File: src/hdl/tomt_ram.sv
// Generic single-port-write, single-read RAM with registered read data.
// No dependencies.
module tomt_ram #(
	parameter int WIDTH = 8,
	parameter int DEPTH = 16
) (
	input  logic                                         clk,
	input  logic                                         we,
	input  logic [((DEPTH > 1) ? $clog2(DEPTH) : 1)-1:0] waddr,
	input  logic [WIDTH-1:0]                             wdata,
	input  logic [((DEPTH > 1) ? $clog2(DEPTH) : 1)-1:0] raddr,
	output logic [WIDTH-1:0]                             rdata
);
	logic [WIDTH-1:0] mem [DEPTH];

	always_ff @(posedge clk) begin
		if (we) begin
			mem[waddr] <= wdata;
		end
		rdata <= mem[raddr];
	end
endmodule

File: config.mk
export PLATFORM = sky130hd
export DESIGN_NAME = tomt_ram
export DESIGN_NICKNAME = d
export VERILOG_FILES = /design/src/hdl/tomt_ram.sv
export SDC_FILE = /design/constraint.sdc
export NUM_CORES = 1
export LEC_CHECK = 0
export ABC_AREA = 1
export ABC_CLOCK_PERIOD_IN_PS = 2200
export BUFFER_PORTS_ARGS = -buffer_cell sky130_fd_sc_hd__buf_4
export CORE_UTILIZATION = 50
export CTS_CLUSTER_SIZE = 16
export DETAILED_ROUTE_END_ITERATION = 10
export GPL_TIMING_DRIVEN = 0
export PLACE_DENSITY = 0.69
export SLEW_MARGIN = 20
export SYNTH_ARGS = -nofsm -noshare
export SYNTH_HDL_FRONTEND = slang
export SYNTH_SLANG_ARGS = --single-unit
File: constraint.sdc
create_clock -name clk -period 2.2 [get_ports clk]
set_input_delay 0.11 -clock clk [delete_from_list [all_inputs] [get_ports clk]]
set_output_delay 0.11 -clock clk [all_outputs]
set_load 0.03 [all_outputs]
After elaboration in Yosys (flattened, before gate mapping)
Memory sizes are Yosys's and may differ from the RTL's. A register that Yosys moved wholly into a read port is not among the register bits.
Cells that the tools add are included.
{"block": "totals", "register_bits": 0, "mem_bits_rw": 128, "input_bits": 18, "output_inout_bits": 8, "wordCells": 3, "mem_count": 1}
{"block": "classes", "mux": 2}
{"memory": "mem", "words": 16, "word_bits": 8, "read_ports": 1, "rd_clocked_by_memory_dff": 1, "wr": 1, "line": "14", "text": "logic [WIDTH-1:0] mem [DEPTH];"}
{"operator": "1-bit two-way mux", "count": 2}

Depth between registers and ports, before layout
{"block": "logic_depth", "ltp_word": 2, "depth_mapped": 8, "mapped_depth_nobuf": 7}

Least setup slack after synthesis
OpenSTA, ideal clock, no wires.
{"block": "synth_path", "path_type": "in2reg", "startpoint": "in waddr[2] (netlist bit)", "endpoint": "mem mem[10][0], enable pin", "setup_time_ns": 0.370, "arrival_ns": 0.691, "required_ns": 1.830, "setup_slack_ns": 1.139, "cell_stages": 2, "path_buffers": 0, "path_cell_list": "nand3b_1 > nor2_1"}
{"element": "from (decl)", "line": "9", "text": "input logic [((DEPTH > 1) ? $clog2(DEPTH) : 1)-1:0] waddr,"}
{"element": "to (decl)", "line": "14"}
No word-level cell before the write port.

Worst setup path in the final report
{"block": "layout_path", "startpoint": "in waddr[0] (netlist bit)", "endpoint": "mem mem[12][1], enable pin"}
No word-level cell before the write port.

==> flow_summary.ini <==
[drt]
drtAntennaViolNets = 0
vias = 3957
drtIter0Drc = 449
drc = 0
firstDrtPassIters = 6
wirelength_mm = 13.9
wl_per_cell_um = 18.7
via_per_inst = 5.31

[global_routing]
grt_remaining_overflow = 0
grt_usage_pct = 25.5
antenna_found_initial = 0
grt_max_degree = 17
grt_pass1_vias = 3689
grt_pass1_wl_mm = 20.7

[timing]
period_minus_slack_ns = 1.24
tns_ns = 0
fmax_mhz = 806
finalSetupViolCount = 0
period_share_pct = 56.4
slew_violations = 0
finalHoldViolations = 0
rsz0062_at_grt = no
slew_headroom_pct = 28.9
fin_worst_skew_ns = 0.00624
tightest_slew_ns = 1.06

[worst_setup_path]
setup.worst_path.start_class = primary input
timing.rr.start = mem[8][5]$_DFFE_PP_
worstPathArrival_ns = 1.28
reg2regPathDepth = 6
cp-startpoint = waddr[0]
r2r_slack_ns = 1.17
critPathMaxFanout = 8
endpoint_kind = flip-flop
setup.worst_path.class = primary input to flip-flop
required_ns = 2.23

[power]
power.density_nw_per_um2 = 950
p_total_uw = 6420
peakVddDrop_uv = 561
leakagePower_uw = 0.00293

[logic_synthesis]
synth_cells = 551
syn_nets = 569
ys.warnings.count = 0
synth.distinct_cells = 12
synthTopCellsByArea = edfxtp_1 (67%), nand2_1 (11%), nand3_1 (8.4%)
synth-main-ff-cell = edfxtp_1
ys_async_sr_fraction_pct = 0
yosysSeqAreaShare_pct = 69.4
ys_ff_latch = 136
synth_top_cell_by_area = edfxtp_1
synth.cell_area_um2 = 5770
synth_edf_count = 128
postSynthAreaPerCell_um2 = 10.5
yosysMostFrequentCell = nand2_1
synthTopCellsByCount = nand2_1 (173), edfxtp_1 (128), inv_1 (100)
yosysTopAreaCellShare_pct = 66.7

[clock_tree]
insertion_delay_ns = 0.42
post_cts_buffers = 0
cts_inserted_buffers = 17
root_buffer = clkbuf_16
cts_tree = done
clk_pin_slew_ns = 0.06
clock_sinks = 136
cts.path.max_buffers = 2
holdBufCountCts = 0
htreeDepth = 4
ctsResizeCount = 0

[cells_and_area]
num-nets-final = 610
area_growth_pct = 17.1
n_antenna_cell = 0
drive_above_1_share_pct = 12.9
multi_input_area_um2 = 1210
nFillCells = 897
seq_area_um2 = 4000

[min_path]
whs_path_depth = 1
worstHoldStart = wdata[2]
min_path_type = primary input to flip-flop

[floorplanning]
start_util_pct = 52.3
row_count = 38
die_w_um = 109
die_area_um2 = 12000
pin_count = 26
placeableCoreArea_um2 = 11000
die_h_um = 109

[run]
cap_violations = 0

[placement]
io_buffers = 22
gp_congestion = 0.844
hpwl_mm = 8.82

[run_status]
status = complete, no violations
## layer usage
metal / vias up / global-route usage [%] / share of wire [%]
li1: 1854 / - / -
met1: 1868 / 33.3 / 40
met2: 201 / 39.4 / 47
met3: 34 / 5.99 / 9.6
met4: 0 / 14.1 / 3.5
met5: - / 0 / 0
## kinds of logic (layout without fill, tap and decap cells)
kind of cell  Yosys count  count (layout)  share of synthesized area (%)
simple gates          289             289                           21.0
flops                 136             136                           69.4
buf+inv               126             180                           9.52
## final timing paths
kind                           to
min          mem[14][2]$_DFFE_PP_
max reg2reg      rdata[5]$_DFF_P_
min reg2reg      rdata[6]$_DFF_P_
max          mem[12][1]$_DFFE_PP_
## cell usage in the layout (no fill, tap or decap)
master,netlist,layout
clkbuf_16,0,17
nand2_1,173,173
buf_1,1,1
clkbuf_8,0,1
bufinv_16,0,5
clkbuf_1,0,1
dfxtp_1,8,8
nor2_1,17,17
buf_6,6,6
inv_1,100,100
edfxtp_1,128,128
clkinvlp_4,0,5
nand3b_1,2,2
clkinv_2,0,3
buf_4,4,26
buf_2,13,13
inv_2,2,2
nand3_1,97,97
## worst max-delay path, stage by stage
cell     delay [ns]
buf_4          0.12
inv_1          0.06
nand2_1        0.14
nor2_1         0.85
## stage by stage
stage / hold WS, ns / setup slack [ns] / util (%) / cells / area, um2
after CTS: 0.0300 / 0.971 / 61.2 / 745 / 6750
final: 0.0429 / 0.959 / 61.2 / 745 / 6750
after global placement: 0.456 / 0.591 / 55.4 / 713 / 6110
after global routing: 0.0389 / 0.910 / 61.2 / 745 / 6750
after detailed placement: 0.464 / 0.534 / 55.4 / 713 / 6110
after floorplan: 0.209 / 1.14 / - / 551 / 5770
## cell type report
type,count,share of cell area [%]
Buffer,24,2.46
Clock buffer,19,6.56
Clock inverter,13,3.00
Inverter,102,5.67
Multi-Input combinational cell,289,18.0
Sequential cell,136,59.3
Tap cell,140,2.59
Timing Repair Buffer,22,2.45
## where the power goes
part	total, uW	internal [uW]	switching, uW
registers	2910	2900	15.1
clock network	3080	2030	1050
logic	427	128	299
total	6420	5060	1360
## registers in the layout, indices dropped and copies added, names as in the netlist
| register | count |
|---|---|
| mem | 128 |
| rdata | 8 |
No activity file was read; power rests on OpenSTA's default activity.
